File: src/hdl/dre_pkg.sv
// dre_pkg: shared types and constants for the decimal to roman encoder
// no dependencies
`timescale 1ns / 1ps

package dre_pkg;

    localparam int VALUE_W = 12;
    localparam int CHAR_W  = 8;
    localparam int STAT_W  = 2;

    localparam logic [VALUE_W-1:0] VALUE_MAX = 12'd3999;

    // result status codes
    localparam logic [STAT_W-1:0] ST_OK    = 2'd0;
    localparam logic [STAT_W-1:0] ST_RANGE = 2'd1;
    localparam logic [STAT_W-1:0] ST_ZERO  = 2'd2;

    // decimal positions, most significant first
    localparam logic [1:0] POS_TH = 2'd0;
    localparam logic [1:0] POS_HU = 2'd1;
    localparam logic [1:0] POS_TE = 2'd2;
    localparam logic [1:0] POS_ON = 2'd3;

    // numeral letters
    localparam logic [CHAR_W-1:0] CH_I = 8'h49;
    localparam logic [CHAR_W-1:0] CH_V = 8'h56;
    localparam logic [CHAR_W-1:0] CH_X = 8'h58;
    localparam logic [CHAR_W-1:0] CH_L = 8'h4C;
    localparam logic [CHAR_W-1:0] CH_C = 8'h43;
    localparam logic [CHAR_W-1:0] CH_D = 8'h44;
    localparam logic [CHAR_W-1:0] CH_M = 8'h4D;

    // classified item passed from front to back
    typedef struct packed {
        logic [STAT_W-1:0] status;
        logic [1:0]        th;
        logic [3:0]        hu;
        logic [3:0]        te;
        logic [3:0]        on;
    } t_entry;

    typedef struct packed {
        logic   valid;
        t_entry entry;
    } t_qwr;

    typedef struct packed {
        logic   valid;
        t_entry entry;
    } t_qrd;

endpackage

File: src/hdl/dre_if.sv
// dre_in_if / dre_out_if: valid-ready channels of the encoder
// depends on dre_pkg
`timescale 1ns / 1ps

interface dre_in_if;
    import dre_pkg::*;

    logic               valid;
    logic               ready;
    logic [VALUE_W-1:0] value;

    modport source (output valid, output value, input ready);
    modport sink   (input valid, input value, output ready);
endinterface

interface dre_out_if;
    import dre_pkg::*;

    logic              valid;
    logic              ready;
    logic [CHAR_W-1:0] char_code;
    logic              last;
    logic [STAT_W-1:0] status;

    modport source (output valid, output char_code, output last, output status,
                    input ready);
    modport sink   (input valid, input char_code, input last, input status,
                    output ready);
endinterface

File: src/hdl/dre_front.sv
// dre_front: accepts values, classifies them and splits them into decimal digits
// depends on dre_pkg and dre_in_if
`timescale 1ns / 1ps

module dre_front (
    input  logic            i_clk,
    input  logic            i_rst_n,
    dre_in_if.sink          i_in,
    output dre_pkg::t_qwr   o_wr,
    input  logic            i_full
);
    import dre_pkg::*;

    // wide enough that nine thousand does not wrap
    localparam int MULT_W = VALUE_W + 2;

    typedef enum logic [1:0] {
        F_IDLE,
        F_CONV,
        F_PUSH
    } t_state;

    t_state               r_state;
    logic [VALUE_W-1:0]   r_rem;
    logic [1:0]           r_step;
    t_entry               r_entry;

    logic [3:0]           n_digit;
    logic [VALUE_W-1:0]   n_sub;
    logic [MULT_W-1:0]    n_mult;

    // multiple j of the unit weight of a position
    function automatic logic [MULT_W-1:0] unit_mult(input logic [1:0] step, input int j);
        case (step)
            POS_TH:  return MULT_W'(j * 1000);
            POS_HU:  return MULT_W'(j * 100);
            default: return MULT_W'(j * 10);
        endcase
    endfunction

    // one decimal digit per cycle: largest multiple not above the remainder
    always_comb begin
        n_digit = '0;
        n_sub   = '0;
        n_mult  = '0;
        for (int j = 1; j <= 9; j++) begin
            n_mult = unit_mult(r_step, j);
            if ({2'b00, r_rem} >= n_mult) begin
                n_digit = 4'(j);
                n_sub   = n_mult[VALUE_W-1:0];
            end
        end
    end

    assign i_in.ready  = (r_state == F_IDLE);
    assign o_wr.valid  = (r_state == F_PUSH);
    assign o_wr.entry  = r_entry;

    always_ff @(posedge i_clk) begin
        if (!i_rst_n) begin
            r_state <= F_IDLE;
            r_step  <= POS_TH;
        end else begin
            case (r_state)
                F_IDLE: begin
                    if (i_in.valid) begin
                        r_rem         <= i_in.value;
                        r_step        <= POS_TH;
                        r_entry.th    <= '0;
                        r_entry.hu    <= '0;
                        r_entry.te    <= '0;
                        r_entry.on    <= '0;
                        if (i_in.value == '0) begin
                            r_entry.status <= ST_ZERO;
                            r_state        <= F_PUSH;
                        end else if (i_in.value > VALUE_MAX) begin
                            r_entry.status <= ST_RANGE;
                            r_state        <= F_PUSH;
                        end else begin
                            r_entry.status <= ST_OK;
                            r_state        <= F_CONV;
                        end
                    end
                end
                F_CONV: begin
                    r_rem <= r_rem - n_sub;
                    case (r_step)
                        POS_TH: begin
                            r_entry.th <= n_digit[1:0];
                            r_step     <= POS_HU;
                        end
                        POS_HU: begin
                            r_entry.hu <= n_digit;
                            r_step     <= POS_TE;
                        end
                        default: begin
                            // remainder after the tens is the ones digit
                            r_entry.te <= n_digit;
                            r_entry.on <= 4'(r_rem - n_sub);
                            r_state    <= F_PUSH;
                        end
                    endcase
                end
                F_PUSH: begin
                    if (!i_full) begin
                        r_state <= F_IDLE;
                    end
                end
                default: begin
                    r_state <= F_IDLE;
                end
            endcase
        end
    end

endmodule

File: src/hdl/dre_queue.sv
// dre_queue: short register queue between front and back
// depends on dre_pkg
`timescale 1ns / 1ps

module dre_queue #(
    parameter int DEPTH = 2     // at least 2
) (
    input  logic            i_clk,
    input  logic            i_rst_n,
    input  dre_pkg::t_qwr   i_wr,
    output logic            o_full,
    output dre_pkg::t_qrd   o_rd,
    input  logic            i_pop
);
    import dre_pkg::*;

    localparam int PTR_W = $clog2(DEPTH);
    localparam int CNT_W = $clog2(DEPTH + 1);

    t_entry              r_mem [DEPTH];
    logic [PTR_W-1:0]    r_wr_ptr;
    logic [PTR_W-1:0]    r_rd_ptr;
    logic [CNT_W-1:0]    r_cnt;

    logic                n_push;
    logic                n_pop;

    assign o_full     = (r_cnt == CNT_W'(DEPTH));
    assign o_rd.valid = (r_cnt != '0);
    assign o_rd.entry = r_mem[r_rd_ptr];

    assign n_push = i_wr.valid && !o_full;
    assign n_pop  = i_pop && o_rd.valid;

    always_ff @(posedge i_clk) begin
        if (n_push) begin
            r_mem[r_wr_ptr] <= i_wr.entry;
        end
    end

    always_ff @(posedge i_clk) begin
        if (!i_rst_n) begin
            r_wr_ptr <= '0;
            r_rd_ptr <= '0;
            r_cnt    <= '0;
        end else begin
            if (n_push) begin
                r_wr_ptr <= (r_wr_ptr == PTR_W'(DEPTH - 1)) ? '0 : r_wr_ptr + 1'b1;
            end
            if (n_pop) begin
                r_rd_ptr <= (r_rd_ptr == PTR_W'(DEPTH - 1)) ? '0 : r_rd_ptr + 1'b1;
            end
            if (n_push && !n_pop) begin
                r_cnt <= r_cnt + 1'b1;
            end else if (n_pop && !n_push) begin
                r_cnt <= r_cnt - 1'b1;
            end
        end
    end

endmodule

File: src/hdl/dre_back.sv
// dre_back: walks queued digits, emits one numeral character per cycle unless stalled
// depends on dre_pkg and dre_out_if
`timescale 1ns / 1ps

module dre_back (
    input  logic            i_clk,
    input  logic            i_rst_n,
    input  dre_pkg::t_qrd   i_rd,
    output logic            o_pop,
    dre_out_if.source       o_out
);
    import dre_pkg::*;

    logic              r_busy;
    t_entry            r_entry;
    logic [1:0]        r_pos;
    logic [1:0]        r_k;
    logic              r_out_valid;
    logic [CHAR_W-1:0] r_char;
    logic              r_last;
    logic [STAT_W-1:0] r_status;

    logic [3:0]        n_digit;
    logic [2:0]        n_len;
    logic [CHAR_W-1:0] n_char;
    logic [CHAR_W-1:0] n_one;
    logic [CHAR_W-1:0] n_five;
    logic [CHAR_W-1:0] n_ten;
    logic [1:0]        n_next_pos;
    logic              n_more;
    logic              n_end;
    logic              n_emit;

    function automatic logic [3:0] digit_at(input t_entry e, input logic [1:0] pos);
        case (pos)
            POS_TH:  return {2'b00, e.th};
            POS_HU:  return e.hu;
            POS_TE:  return e.te;
            default: return e.on;
        endcase
    endfunction

    // number of characters a digit expands to
    function automatic logic [2:0] digit_len(input logic [3:0] d);
        case (d)
            4'd1, 4'd5:             return 3'd1;
            4'd2, 4'd4, 4'd6, 4'd9: return 3'd2;
            4'd3, 4'd7:             return 3'd3;
            4'd8:                   return 3'd4;
            default:                return 3'd0;
        endcase
    endfunction

    function automatic logic [1:0] first_pos(input t_entry e);
        logic [1:0] p;
        p = POS_ON;
        for (int i = 3; i >= 0; i--) begin
            if (digit_at(e, 2'(i)) != '0) begin
                p = 2'(i);
            end
        end
        return p;
    endfunction

    always_comb begin
        n_digit = digit_at(r_entry, r_pos);
        n_len   = digit_len(n_digit);
        case (r_pos)
            POS_TH: begin
                n_one  = CH_M;
                n_five = CH_M;
                n_ten  = CH_M;
            end
            POS_HU: begin
                n_one  = CH_C;
                n_five = CH_D;
                n_ten  = CH_M;
            end
            POS_TE: begin
                n_one  = CH_X;
                n_five = CH_L;
                n_ten  = CH_C;
            end
            default: begin
                n_one  = CH_I;
                n_five = CH_V;
                n_ten  = CH_X;
            end
        endcase

        // subtractive pairs, five-form first for six to eight
        if (n_digit == 4'd9) begin
            n_char = (r_k == '0) ? n_one : n_ten;
        end else if (n_digit == 4'd4) begin
            n_char = (r_k == '0) ? n_one : n_five;
        end else if (n_digit >= 4'd5) begin
            n_char = (r_k == '0) ? n_five : n_one;
        end else begin
            n_char = n_one;
        end

        n_next_pos = r_pos;
        n_more     = 1'b0;
        for (int i = 3; i >= 0; i--) begin
            if (2'(i) > r_pos && digit_at(r_entry, 2'(i)) != '0) begin
                n_next_pos = 2'(i);
                n_more     = 1'b1;
            end
        end

        n_end = (({1'b0, r_k} + 3'd1) == n_len);
    end

    assign n_emit = r_busy && (!r_out_valid || o_out.ready);
    assign o_pop  = !r_busy && i_rd.valid;

    assign o_out.valid     = r_out_valid;
    assign o_out.char_code = r_char;
    assign o_out.last      = r_last;
    assign o_out.status    = r_status;

    always_ff @(posedge i_clk) begin
        if (!i_rst_n) begin
            r_busy      <= 1'b0;
            r_out_valid <= 1'b0;
            r_pos       <= POS_TH;
            r_k         <= '0;
        end else begin
            if (o_pop) begin
                r_busy  <= 1'b1;
                r_entry <= i_rd.entry;
                r_pos   <= first_pos(i_rd.entry);
                r_k     <= '0;
            end

            if (n_emit) begin
                r_out_valid <= 1'b1;
                if (r_entry.status != ST_OK) begin
                    r_char   <= '0;
                    r_last   <= 1'b1;
                    r_status <= r_entry.status;
                    r_busy   <= 1'b0;
                end else begin
                    r_char   <= n_char;
                    r_last   <= n_end && !n_more;
                    r_status <= ST_OK;
                    if (n_end && !n_more) begin
                        r_busy <= 1'b0;
                    end else if (n_end) begin
                        r_pos <= n_next_pos;
                        r_k   <= '0;
                    end else begin
                        r_k <= r_k + 1'b1;
                    end
                end
            end else if (o_out.ready) begin
                r_out_valid <= 1'b0;
            end
        end
    end

endmodule

File: src/hdl/decimal_to_roman_encoder.sv
// decimal_to_roman_encoder: top level, front classifier, queue and character back end
// depends on dre_pkg, dre_if, dre_front, dre_queue and dre_back
`timescale 1ns / 1ps

// usage
//   i_in carries one 12-bit value per item; o_out returns the roman numeral of
//   that value as upper-case ascii characters, one per item, with last set on
//   the final character. zero gives one item with status zero, values above
//   3999 one item with status out of range, both with char_code 0.
// path to the output
//   a value passes an accept step, three digit steps of the front divider
//   (skipped for zero or out of range values), a push into the queue, a load
//   in the back end and the output register before its first character is valid.
// throughput
//   the back end emits one character per cycle while o_out is ready, with a
//   load step per item between numerals; 3888 gives the longest numeral.
//   the front takes one value at a time and runs ahead through the queue.
// reset
//   synchronous, active low; clears the front state, the queue and the output
//   valid. a stalled o_out holds its item; the front keeps accepting until the
//   queue fills.
module decimal_to_roman_encoder #(
    parameter int Q_DEPTH = 2
) (
    input  logic     i_clk,
    input  logic     i_rst_n,
    dre_in_if.sink   i_in,
    dre_out_if.source o_out
);
    import dre_pkg::*;

    t_qwr  wr;
    t_qrd  rd;
    logic  full;
    logic  pop;

    dre_front u_front (
        .i_clk   (i_clk),
        .i_rst_n (i_rst_n),
        .i_in    (i_in),
        .o_wr    (wr),
        .i_full  (full)
    );

    dre_queue #(
        .DEPTH (Q_DEPTH)
    ) u_queue (
        .i_clk   (i_clk),
        .i_rst_n (i_rst_n),
        .i_wr    (wr),
        .o_full  (full),
        .o_rd    (rd),
        .i_pop   (pop)
    );

    dre_back u_back (
        .i_clk   (i_clk),
        .i_rst_n (i_rst_n),
        .i_rd    (rd),
        .o_pop   (pop),
        .o_out   (o_out)
    );

`ifndef NO_ASSERTIONS
    // special results close their run at once
    a_special_last: assert property (@(posedge i_clk) disable iff (!i_rst_n)
        (o_out.valid && o_out.status != ST_OK) |-> o_out.last)
        else $error("special status without last");

    a_special_zero: assert property (@(posedge i_clk) disable iff (!i_rst_n)
        (o_out.valid && o_out.status != ST_OK) |-> (o_out.char_code == '0))
        else $error("special status with a character");

    a_letter: assert property (@(posedge i_clk) disable iff (!i_rst_n)
        (o_out.valid && o_out.status == ST_OK) |->
        (o_out.char_code == CH_I || o_out.char_code == CH_V ||
         o_out.char_code == CH_X || o_out.char_code == CH_L ||
         o_out.char_code == CH_C || o_out.char_code == CH_D ||
         o_out.char_code == CH_M))
        else $error("character outside the numeral set");

    a_reset_idle: assert property (@(posedge i_clk)
        $past(!i_rst_n) |-> !o_out.valid)
        else $error("output valid right after reset");
`endif

endmodule

File: src/flat_wrapper.sv
// flat-port wrapper written by rule: the top's interface ports become plain ports
module decimal_to_roman_encoder_flat import dre_pkg::*;
#(
    parameter int Q_DEPTH = 2
)
  (i_clk, i_rst_n, i_in_valid, i_in_value, i_in_ready, o_out_valid, o_out_char_code, o_out_last, o_out_status, o_out_ready);
  dre_in_if i_in_i ();
  dre_out_if o_out_i ();
  input  logic i_clk;
  input  logic i_rst_n;
  input wire logic [$bits(i_in_i.valid)-1:0] i_in_valid;
  input wire logic [$bits(i_in_i.value)-1:0] i_in_value;
  output wire logic [$bits(i_in_i.ready)-1:0] i_in_ready;
  output wire logic [$bits(o_out_i.valid)-1:0] o_out_valid;
  output wire logic [$bits(o_out_i.char_code)-1:0] o_out_char_code;
  output wire logic [$bits(o_out_i.last)-1:0] o_out_last;
  output wire logic [$bits(o_out_i.status)-1:0] o_out_status;
  input wire logic [$bits(o_out_i.ready)-1:0] o_out_ready;
  assign i_in_i.valid = i_in_valid;
  assign i_in_i.value = i_in_value;
  assign i_in_ready = i_in_i.ready;
  assign o_out_valid = o_out_i.valid;
  assign o_out_char_code = o_out_i.char_code;
  assign o_out_last = o_out_i.last;
  assign o_out_status = o_out_i.status;
  assign o_out_i.ready = o_out_ready;
  decimal_to_roman_encoder #(.Q_DEPTH(Q_DEPTH)) u_core (.i_clk(i_clk), .i_rst_n(i_rst_n), .i_in(i_in_i), .o_out(o_out_i));
endmodule
File: config.mk
export PLATFORM = sky130hd
export DESIGN_NAME = decimal_to_roman_encoder_flat
export DESIGN_NICKNAME = d
export VERILOG_FILES = /design/src/hdl/dre_pkg.sv /design/src/hdl/dre_if.sv /design/src/hdl/dre_front.sv /design/src/hdl/dre_queue.sv /design/src/hdl/dre_back.sv /design/src/hdl/decimal_to_roman_encoder.sv /design/src/flat_wrapper.sv
export SDC_FILE = /design/constraint.sdc
export NUM_CORES = 1
export LEC_CHECK = 0
export ABC_AREA = 1
export BUFFER_PORTS_ARGS = -buffer_cell sky130_fd_sc_hd__buf_4
export CAP_MARGIN = 20
export CORE_UTILIZATION = 58
export CTS_BUF_LIST = sky130_fd_sc_hd__clkbuf_4
export DETAILED_ROUTE_END_ITERATION = 8
export PLACE_DENSITY_LB_ADDON = 0.3
export SLEW_MARGIN = 10
export SYNTH_ARGS = -nofsm -noshare
export SYNTH_HDL_FRONTEND = slang
export SYNTH_SLANG_ARGS = --single-unit
File: constraint.sdc
create_clock -name i_clk -period 4.37 [get_ports i_clk]
set_input_delay 0.437 -clock i_clk [delete_from_list [all_inputs] [get_ports i_clk]]
set_output_delay 0.437 -clock i_clk [all_outputs]
set_load 0.05 [all_outputs]
Word-level counts from Yosys, hierarchy flattened

Memories as Yosys holds them, arrays and structs flattened. A register that Yosys moved wholly into a read port is not among the register bits.
Cells that the tools add are included.
Widths: inputs -> output; s select.

Input bits: 16
Register bits after elaboration: 69
ROM bits: 48
Bits in writable memories: 32
Memories: 2
Output and inout port bits: 13

Memory list:

| name                 | depth | bits a word | read ports | clocked after Yosys merged registers in | wr ports | line            | source |
|---|---|---|---|---|---|---|---|
| (no name shown)      | 16    | 3           | 1          | 0                                       | 0        | dre_back.sv:45  | `case (d)` |
| u_core.u_queue.r_mem | 2     | 16          | 1          | 1                                       | 1        | dre_queue.sv:20 | `t_entry r_mem [DEPTH];` |

Magnitude comparators: 15
Reduce and logical (&&, ||, !) cells: 46
Mux-type cells: 95
Equal/unequal tests: 16
Add/subtract/negate cells: 7

Operators by type and width:

| cell                 | count |
|---|---|
| $mux 12              | 10 |
| $ge 12x14->1         | 8 |
| $pmux 13 s2          | 4 |
| $pmux 12 s2          | 3 |
| $mux 4               | 15 |
| $mux 8               | 7 |
| $pmux 14 s2          | 2 |
| $mux 2               | 25 |
| $pmux 5 s3           | 2 |
| $reduce_bool 4->1    | 7 |
| $pmux 11 s2          | 1 |
| $pmux 10 s2          | 1 |
| $mux 1               | 19 |
| $mux 14              | 1 |
| $ge 12x10->1         | 1 |
| $gt 12x12->1 const B | 1 |
| $logic_not 12->1     | 1 |
| $pmux 4 s3           | 1 |
| $reduce_and 3->1     | 4 |
| $reduce_and 4->1     | 3 |
| $sub 12x12->12       | 1 |
| $logic_and 1x1->1    | 11 |
| $pmux 5 s2           | 1 |
| $reduce_bool 2->1    | 5 |
| 23 further kinds     | 45 |

Logic depth before layout (Yosys ltp)

Gate-level depths: netlist (run 1).

Depth in word-level cells: 15
Depth in mapped cells: 31
Mapped depth without buffers: 30

Modules after synthesis

Synthesis (run 1) repeated with hierarchy kept, for this count alone.

Cells, all modules: 887
Area total of the unflattened synthesis: 7175.6 sq um

By module, submodules not included:

| module    | seq. area each (sq um) | cells an instance | times used | area each (sq um) |
|---|---|---|---|---|
| dre_front | 920.9                  | 595               | 1          | 3921.3 |
| dre_back  | 870.8                  | 205               | 1          | 1799.2 |
| dre_queue | 1061.0                 | 87                | 1          | 1455.1 |

Worst setup path before layout (run 1)

Ideal clock, no wire load.

Kind: register to register
Start: reg u_core.u_front.r_step[1]
End: reg u_core.u_front.r_rem[9] (data pin)
Cell stages (with the launch flop): 26
Arrival time: 3.830 ns
Path slack: 0.280 ns
Period minus slack after synthesis: 4.090 ns
Cell sequence: dfxtp_1 buf_6 nor2_2 inv_1 ha_1 inv_1 nand2_1 nor3b_1 nand3_1 nand4_2 inv_1 nand2_1 nand2_1 nand2_1 a21oi_1 ha_1 fa_1 inv_1 a21oi_1 or2_2 nand2_1 nand2_1 nand2_1 nand2_1 nand3_1 o21ai_0

Cells in the longest elaborated chain, start to end: 14
Elaborated cells between the ends (all ways): 31

Ends and longest elaborated chain:

| what                                          | line            | source |
|---|---|---|
| from (decl)                                   | dre_front.sv:25 | `logic [1:0] r_step;` |
| from (signal assigned)                        | dre_front.sv:62 | `r_step <= POS_TH;` |
| from (signal assigned)                        | dre_front.sv:68 | `r_step <= POS_TH;` |
| from (signal assigned)                        | dre_front.sv:90 | `r_step <= POS_HU;` |
| $eq 2x1->1 or $logic_not 2->1 (tied branches) | dre_front.sv:34 | `case (step)` |
| $pmux 10 s2                                   | dre_front.sv:34 |  |
| $ge 12x10->1                                  | dre_front.sv:48 | `if ({2'b00, r_rem} >= n_mult) begin` |
| $mux 12 (8 in a row)                          | dre_front.sv:48 |  |
| $mux 12 *                                     | dre_front.sv:48 |  |
| $sub 12x12->12 *                              | n/a             |  |
| $pmux 12 s2 *                                 | dre_front.sv:64 | `case (r_state)` |
| to (signal assigned)                          | dre_front.sv:67 | `r_rem <= i_in.value;` |
| to (signal assigned)                          | dre_front.sv:86 | `r_rem <= r_rem - n_sub;` |
| to (decl)                                     | dre_front.sv:24 | `logic [VALUE_W-1:0] r_rem;` |

Every way passes the cells marked *; elsewhere a longest branch is shown, timed or not.
A chain may end at the register's enable or synchronous reset.

Worst setup path after layout (run 1)

Start: reg u_core.u_front.r_step[0]
End: reg u_core.u_front.r_rem[11] (data pin)

Same word-level chain as after synthesis.

==> reports/summary.txt, run 1 <==
STATUS
-------------------------------------------------------------------------
Result of the run                                            finished, violations left
Violated checks                                              design-rule violations

SETUP PATH
-------------------------------------------------------------------------
Critical path's largest stage delay                               0.40 ns
Maximum fanout along the worst path                                     8
CP Launch Type                                                   register
Cell at the slowest stage of the critical path               sky130_fd_sc_hd__dfxtp_1
Worst Path Class, Setup                                      register to register
Critical path required time                                       4.64 ns
Crit path arrival time                                            4.32 ns
Kind of end point of the critical path                           register
Crit path buffers/inverters                                             6
Critical path's top delay family                             simple AND/OR/NAND/NOR gates
Cell occurring most often along the worst timing path        sky130_fd_sc_hd__nand2_1

CLOCK TREE
-------------------------------------------------------------------------
Clock latency on the worst-skew pair                              0.48 ns
Total clock buffers created by CTS                                      9
Clock Tree Buf Depth                                                    2
Setup Buffers After CTS                                                 0
CTS resizes                                                             0
TritonCTS sink count                                                  100
Number of hold buffers added after cts                                  0
CTS tree                                                              yes
Total number of H-tree levels                                           3
Root Driver                                                  sky130_fd_sc_hd__clkbuf_4
CTS clk-pin slew, worst paths                                     0.18 ns

LAYOUT
-------------------------------------------------------------------------
Synth-to-layout area growth                                        8.734%
Count of antenna diodes in the layout                                   0
Layout cell share with drive strength beyond 1                     16.43%
Most frequent cells in the layout                            199 x sky130_fd_sc_hd__nand2_1, 108 x sky130_fd_sc_hd__inv_1, 85 x sky130_fd_sc_hd__edfxtp_1
Nets@finish                                                           960
Commonest non-fill, non-tap cell in the layout               sky130_fd_sc_hd__nand2_1
Count of fill cells added during filler insertion                     997

GRT
-------------------------------------------------------------------------
Global-route wire length before repair                           26.10 mm
Overall track demand over capacity in global routing               26.88%
Grt ovf                                                                 0
Vias in the first global route                                       5505
Antenna violations before repair                                        0
Largest net degree at the start of global routing                      23

PLACED DESIGN
-------------------------------------------------------------------------
Minimum setup slack after placement                             0.2354 ns
Port Buffer Count                                                      26
Final Wtd Congestion                                                1.020
Final HPWL DP                                                    12.96 mm

DRT
-------------------------------------------------------------------------
Detailed-route DRC error count                                          6
WL per Instance                                                  15.61 µm
Post-detailed-routing wire length                                16.29 mm
Drt initial violations                                                467
Number of detailed-route iterations in the first pass                   7
Number of routed nets with antenna violations                           0
Vias post-DR                                                         5826
Vias per cell                                                       5.580

LOGIC SYNTHESIS
-------------------------------------------------------------------------
Part of the Yosys area used for sequential elements                41.06%
Cell taking the most area after synthesis                    sky130_fd_sc_hd__edfxtp_1
Number of enable flip-flop cells after synthesis                       85
Mean instance size in the synthesized netlist                   8.117 µm²
Cells taking the most area after synthesis                   sky130_fd_sc_hd__edfxtp_1 37%, sky130_fd_sc_hd__nand2_1 11%, sky130_fd_sc_hd__ha_1 8.5%
Number of standard cells after synthesis                              856
Ys async rst share                                                     0%
Prevailing post-synth register cell                          sky130_fd_sc_hd__edfxtp_1
Post-synthesis instance area                                     6948 µm²
Syn. warnings                                                           0
Top-area cell type share of the netlist area                       36.74%
Synth unique cells                                                     54
Number of synthesized register bits                                   100

TIMING
-------------------------------------------------------------------------
Shortest period the worst path allows                            4.050 ns
Post-route setup TNS                                                 0 ns
Max_slew headroom                                                  47.79%
Max frequency                                                  0.2469 GHz
Count of final setup violators                                          0
Slew of the pin with the lowest slew margin                     0.7820 ns
Worst Hold Margin                                               0.2197 ns
Maximum clock skew at final layout                             0.03005 ns
Final critical-path share of the clock period                      92.67%
Max-slew violation count                                                0
Count of endpoints failing hold in the final timing report              0
Min setup slack post-route                                      0.3201 ns
Setup repair after global routing missed its margin                  true

DIE
-------------------------------------------------------------------------
Num rows                                                               39
I/O pins                                                               29
Die Footprint                                                   12420 µm²
Starting Density                                                   60.08%
Die Ht                                                           111.5 µm
Die W                                                            111.5 µm
Placeable core area                                             11560 µm²

POWER AND IR DROP
-------------------------------------------------------------------------
Sum of internal, switching and leakage power                   0.004021 W
Peak ir drop on the vdd network                                 0.4026 mV
Pwr per Cell Area                                            532.3 nW/µm²
Leakage power total                                              3.446 nW

FLOW RUN
-------------------------------------------------------------------------
Max-Cap Viols                                                           0

WORST HOLD PATH
-------------------------------------------------------------------------
Hold crit path type                                          input pin to register

flip-flops by register name, summed over array words and instances (netlist names), 2 cells and up, named ones only:
name / cells
u_core.u_queue.r_cnt: 2
u_core.u_front.r_rem: 12
u_core.u_back.r_k: 2
u_core.u_front.r_state: 2
u_core.u_back.r_pos: 2
u_core.u_front.r_step: 2
u_core.u_back.r_entry: 16
u_core.u_queue.r_mem: 32
u_core.u_back.o_out.char_code: 6
u_core.u_back.o_out.status: 2
u_core.u_front.o_wr: 16
worst paths after layout:
path | from | end | slack, ns | cells after the start
max | u_core.u_front.r_step[0] | u_core.u_front.r_rem[11] | 0.32 | 28
min | o_out_ready | u_core.u_back.o_out.valid | 0.22 | 4
max reg2reg | u_core.u_front.r_step[0] | u_core.u_front.r_rem[11] | 0.32 | 28
min reg2reg | u_core.u_front.o_wr[5] | u_core.u_queue.r_mem[0][5] | 0.45 | 0
per-layer routing:
metal | wire length, µm | share of wire [%] | global-route usage [%]
met1 | 6727 | 41 | 32.06
met2 | 7849 | 48 | 47.08
met3 | 872 | 5.4 | 4.028
met4 | 844 | 5.2 | 14.14
met5 | 0 | 0 | 0
worst reg2reg max path, delay by kind of cell (launching register included):
kind	cells	cell delay, ns
fa+ha+maj	2	0.67
buf+inv	6	0.60
flops	1	0.40
xor+xnor	1	0.20
compound gates	2	0.26
simple gates	17	1.70
cell usage after synthesis (2+ instances only):
| master | count |
|---|---|
| sky130_fd_sc_hd__clkbuf_1 | 4 |
| sky130_fd_sc_hd__a211oi_1 | 2 |
| sky130_fd_sc_hd__inv_2 | 7 |
| sky130_fd_sc_hd__inv_1 | 108 |
| sky130_fd_sc_hd__nor2_4 | 7 |
| sky130_fd_sc_hd__buf_6 | 2 |
| sky130_fd_sc_hd__o21ai_0 | 43 |
| sky130_fd_sc_hd__clkinv_1 | 3 |
| sky130_fd_sc_hd__ha_1 | 47 |
| sky130_fd_sc_hd__nand3_1 | 46 |
| sky130_fd_sc_hd__a21oi_1 | 50 |
| sky130_fd_sc_hd__o21bai_1 | 3 |
| sky130_fd_sc_hd__buf_4 | 3 |
| sky130_fd_sc_hd__nor3_1 | 11 |
| sky130_fd_sc_hd__nand2_1 | 199 |
| sky130_fd_sc_hd__nand3_2 | 8 |
| sky130_fd_sc_hd__nor2_1 | 83 |
| sky130_fd_sc_hd__nand3b_1 | 2 |
| sky130_fd_sc_hd__a311oi_1 | 2 |
| sky130_fd_sc_hd__nand3_4 | 2 |
| sky130_fd_sc_hd__mux2_2 | 10 |
| sky130_fd_sc_hd__a31oi_1 | 9 |
| sky130_fd_sc_hd__nor2_2 | 7 |
| sky130_fd_sc_hd__a21o_1 | 2 |
| sky130_fd_sc_hd__o31ai_1 | 2 |
| sky130_fd_sc_hd__buf_2 | 5 |
| sky130_fd_sc_hd__edfxtp_1 | 85 |
| sky130_fd_sc_hd__a21oi_2 | 6 |
| sky130_fd_sc_hd__dfxtp_1 | 15 |
| sky130_fd_sc_hd__nor4_1 | 9 |
| sky130_fd_sc_hd__nand2_4 | 7 |
| sky130_fd_sc_hd__xor2_1 | 3 |
| sky130_fd_sc_hd__nand2_2 | 18 |
| sky130_fd_sc_hd__nand4_1 | 14 |
| sky130_fd_sc_hd__or2_2 | 8 |
| sky130_fd_sc_hd__o21ai_1 | 6 |
cells by family after synthesis:
logic type	synth area share [%]
other	0.05397
flip-flops	41.06
XOR/XNOR	0.5043
multiplexers	1.621
AND/OR/NAND/NOR	29.62
AO/OA/AOI/OAI	10.50
buffers and inverters	7.888
adder cells (fa/ha/maj)	8.752
where the power goes:
part | internal (W) | switching (W) | leakage (nW)
Combinational | 0.000736 | 0.00138 | 2.45
Sequential | 0.00124 | 0.000139 | 0.912
Clock | 0.000190 | 0.000335 | 0.0833
cell type report:
class	count	area (µm²)	share of cell area, %
Timing Repair Buffer	43	322.8	4.273
Inverter	119	451.7	5.979
Sequential cell	100	2853	37.76
Tap cell	143	178.9	2.368
Multi-Input combinational cell	623	3587	47.48
Clock buffer	9	67.56	0.8943
Clock inverter	7	93.84	1.242
stage by stage:
step	utilization [%]	cell area [µm²]	std cells
after CTS	64.99	7516	1044
after global routing	65.33	7555	1044
after global placement	63.59	7355	1028
after detailed placement	63.59	7355	1028
after floorplan	-	6952	857
final	65.33	7555	1044
Power figures use the tool's default switching activity.
==> inputs of run 2 (changes only) <==
- RECOVER_POWER: not set -> 100
==> run 2 against run 1 <==
  * The flow still finishes with violations (design-rule violations)
  * Clock skew is 0.0024 ns higher
  * Largest cell class unchanged
  * Clock power barely moved
  * Final area down 1.0%
  * Total power down 0.78%
  * Die area is the same
  * Utilization fell by 0.67 points
  * Final cell count unchanged
  * Critical path type unchanged
==> reports/summary.txt, run 2 (synthesized netlist as in run 1, its figures left out) <==
CLOCK TREE
-------------------------------------------------------------------------
CTS tree                                                              yes   unchanged
CTS clk-pin slew, worst paths                                     0.18 ns   about the same
TritonCTS sink count                                                  100   unchanged
Clock Tree Buf Depth                                                    2   unchanged
Root Driver                                                  sky130_fd_sc_hd__clkbuf_4   unchanged
Number of hold buffers added after cts                                  0   unchanged
Clock latency on the worst-skew pair                              0.48 ns   about the same
Total clock buffers created by CTS                                      9   unchanged
Total number of H-tree levels                                           3   unchanged

PLACED DESIGN
-------------------------------------------------------------------------
Final Wtd Congestion                                                1.020   unchanged
Placed Cells                                                         1028   unchanged
Post-place instance area                                         7355 µm²   unchanged
Final HPWL DP                                                    12.96 mm   unchanged
Port Buffer Count                                                      26   unchanged

SETUP PATH
-------------------------------------------------------------------------
CP Launch Type                                                   register   unchanged
Cell occurring most often along the worst timing path        sky130_fd_sc_hd__nand2_1   unchanged
Critical path required time                                       4.64 ns   about the same
Cell at the slowest stage of the critical path               sky130_fd_sc_hd__dfxtp_1   unchanged
Crit path arrival time                                            4.34 ns   was 4.32 ns
Maximum fanout along the worst path                                     8   unchanged
Critical path's largest stage delay                               0.40 ns   about the same
Worst Path Class, Setup                                      register to register   unchanged
Flop2flop setup slack                                             0.30 ns   was 0.32 ns
Kind of end point of the critical path                           register   unchanged

LAYOUT
-------------------------------------------------------------------------
Synth-to-layout area growth                                        7.617%   was 8.734%
Flip-flop count of the largest register after layout                   32   unchanged
Count of antenna diodes in the layout                                   0   unchanged
Count of fill cells added during filler insertion                    1014   was 997
Register area                                                    2853 µm²   unchanged
Most flop-heavy register                                     u_core.u_queue.r_mem   unchanged
Commonest non-fill, non-tap cell in the layout               sky130_fd_sc_hd__nand2_1   unchanged
Non-filler instance count after layout                               1044   unchanged
Area of the multi-input gates                                    3566 µm²   was 3587 µm²
Layout cell share with drive strength beyond 1                     13.76%   was 16.43%
Nets@finish                                                           960   unchanged
Design Area, Final                                               7477 µm²   was 7555 µm²
Most frequent cells in the layout                            201 x sky130_fd_sc_hd__nand2_1, 108 x sky130_fd_sc_hd__inv_1, 85 x sky130_fd_sc_hd__edfxtp_1   was 199 x sky130_fd_sc_hd__nand2_1, 108 x sky130_fd_sc_hd__inv_1, 85 x sky130_fd_sc_hd__edfxtp_1

DRT
-------------------------------------------------------------------------
Vias per cell                                                       5.555   was 5.580
Drt initial violations                                                431   was 467
Number of routed nets with antenna violations                           0   unchanged
Number of detailed-route iterations in the first pass                   7   unchanged
Vias post-DR                                                         5799   was 5826
WL per Instance                                                  15.60 µm   was 15.61 µm
Post-detailed-routing wire length                                16.29 mm   about the same
Detailed-route DRC error count                                          6   unchanged

TIMING
-------------------------------------------------------------------------
Final critical-path share of the clock period                      93.20%   was 92.67%
Count of endpoints failing hold in the final timing report              0   unchanged
Count of final setup violators                                          0   unchanged
Maximum clock skew at final layout                             0.03248 ns   was 0.03005 ns
Setup repair after global routing missed its margin                  true   unchanged
Shortest period the worst path allows                            4.073 ns   was 4.050 ns
Max_slew headroom                                                  47.64%   was 47.79%
Slew of the pin with the lowest slew margin                     0.7853 ns   was 0.7820 ns
Max frequency                                                  0.2455 GHz   was 0.2469 GHz
Max-slew violation count                                                0   unchanged

STATUS
-------------------------------------------------------------------------
Result of the run                                            finished, violations left   unchanged
Violated checks                                              design-rule violations   unchanged

POWER AND IR DROP
-------------------------------------------------------------------------
Portion of total power attributed to the clock network              13.2%   was 13.1%
Switching power as a share of total power                          46.39%   was 46.15%
Pwr per Cell Area                                            533.6 nW/µm²   was 532.3 nW/µm²
Leakage power total                                              3.383 nW   was 3.446 nW
Internal cell power                                            0.002139 W   was 0.002165 W
Peak ir drop on the vdd network                                 0.4026 mV   about the same
Sequential group share of total power                               34.5%   was 34.3%
Switch Pwr                                                     0.001851 W   was 0.001856 W
Combinational share of power                                        52.3%   was 52.7%

GRT
-------------------------------------------------------------------------
Largest net degree at the start of global routing                      23   unchanged
Grt met2 use                                                       47.08%   unchanged
Global routing's busiest layer                                       met2   unchanged
Antenna violations before repair                                        0   unchanged
Vias in the first global route                                       5505   unchanged
Met1 routing resource usage after global routing                   32.06%   unchanged
Global-route wire length before repair                           26.10 mm   unchanged
Grt ovf                                                                 0   unchanged
Overall track demand over capacity in global routing               26.88%   unchanged
Met3 layer usage reported by global route                          4.028%   unchanged

DIE
-------------------------------------------------------------------------
Die Ht                                                           111.5 µm   unchanged
I/O pins                                                               29   unchanged
Starting Density                                                   60.08%   unchanged
Placeable core area                                             11560 µm²   unchanged
Die W                                                            111.5 µm   unchanged
Die Footprint                                                   12420 µm²   unchanged
Num rows                                                               39   unchanged

WORST HOLD PATH
-------------------------------------------------------------------------
Hold crit path type                                          input pin to register   unchanged

FLOW RUN
-------------------------------------------------------------------------
Max-Cap Viols                                                           0   unchanged

## run 2: cell count changes in the layout (fill, tap and decap cells not counted), sizes merged
cell    delta
clkbuf    +16
buf       -16
## run 2: power groups by stage
stage	Sequential, W	Combinational [W]	Clock (W)
2_1_floorplan	0.00139	0.00157	0
3_3_place_gp	0.00139	0.00203	0
3_5_place_dp	0.00140	0.00206	0
4_1_cts	0.00138	0.00207	0.000532
5_1_grt	0.00139	0.00234	0.000561
6_report	0.00138	0.00209	0.000525
## run 2: area by class of cell
cell class,instances,share of cell area (%)
Multi-Input combinational cell,623,47.69
Sequential cell,100,38.15
Inverter,119,6.041
Timing Repair Buffer,43,3.564
Tap cell,143,2.393
Clock inverter,7,1.255
Clock buffer,9,0.9036
## run 2: per-layer routing
| layer | routed length (µm) | share of wire [%] |
|---|---|---|
| met5 | 0 | 0 |
| met4 | 784 | 4.8 |
| met3 | 793 | 4.9 |
| met2 | 7894 | 48 |
| met1 | 6814 | 42 |
## run 2: worst max-delay path: cells and delay by family, from the launching register on
family / cells / cell delay [ns]
fa+ha+maj: 2 / 0.67
buf+inv: 6 / 0.60
simple gates: 17 / 1.71
compound gates: 2 / 0.26
flops: 1 / 0.40
xor+xnor: 1 / 0.20
## run 2: path summary, 6_finish.rpt
check / start / endpoint / cells past startpoint
worst min register to register: u_core.u_front.o_wr[5] / u_core.u_queue.r_mem[0][5] / 0
worst max-delay path: u_core.u_front.r_step[0] / u_core.u_front.r_rem[11] / 28
worst min-delay path: o_out_ready / u_core.u_back.o_out.valid / 4
worst max register to register: u_core.u_front.r_step[0] / u_core.u_front.r_rem[11] / 28
## run 2: timing repair
| item | 4_1_cts | 5_1_grt |
|---|---|---|
| buffers inserted | 0 | 0 |
| resized for setup | 0 | 11 |
| setup endpoints to repair | 0 | 3 |
## run 2: through the flow
stage          power, W  setup TNS, ns  setup slack [ns]  util (%)  hold slack, ns
4_1_cts        0.003979              0            0.1878     64.99          0.1997
5_1_grt        0.004292       -0.01332          -0.01332     64.65          0.2087
2_1_floorplan  0.002958              0            0.2801         -          0.4215
3_3_place_gp   0.003423              0            0.2500     63.59          0.4224
3_5_place_dp   0.003456              0            0.2354     63.59          0.4325
6_report       0.003990              0            0.2974     64.65          0.2180
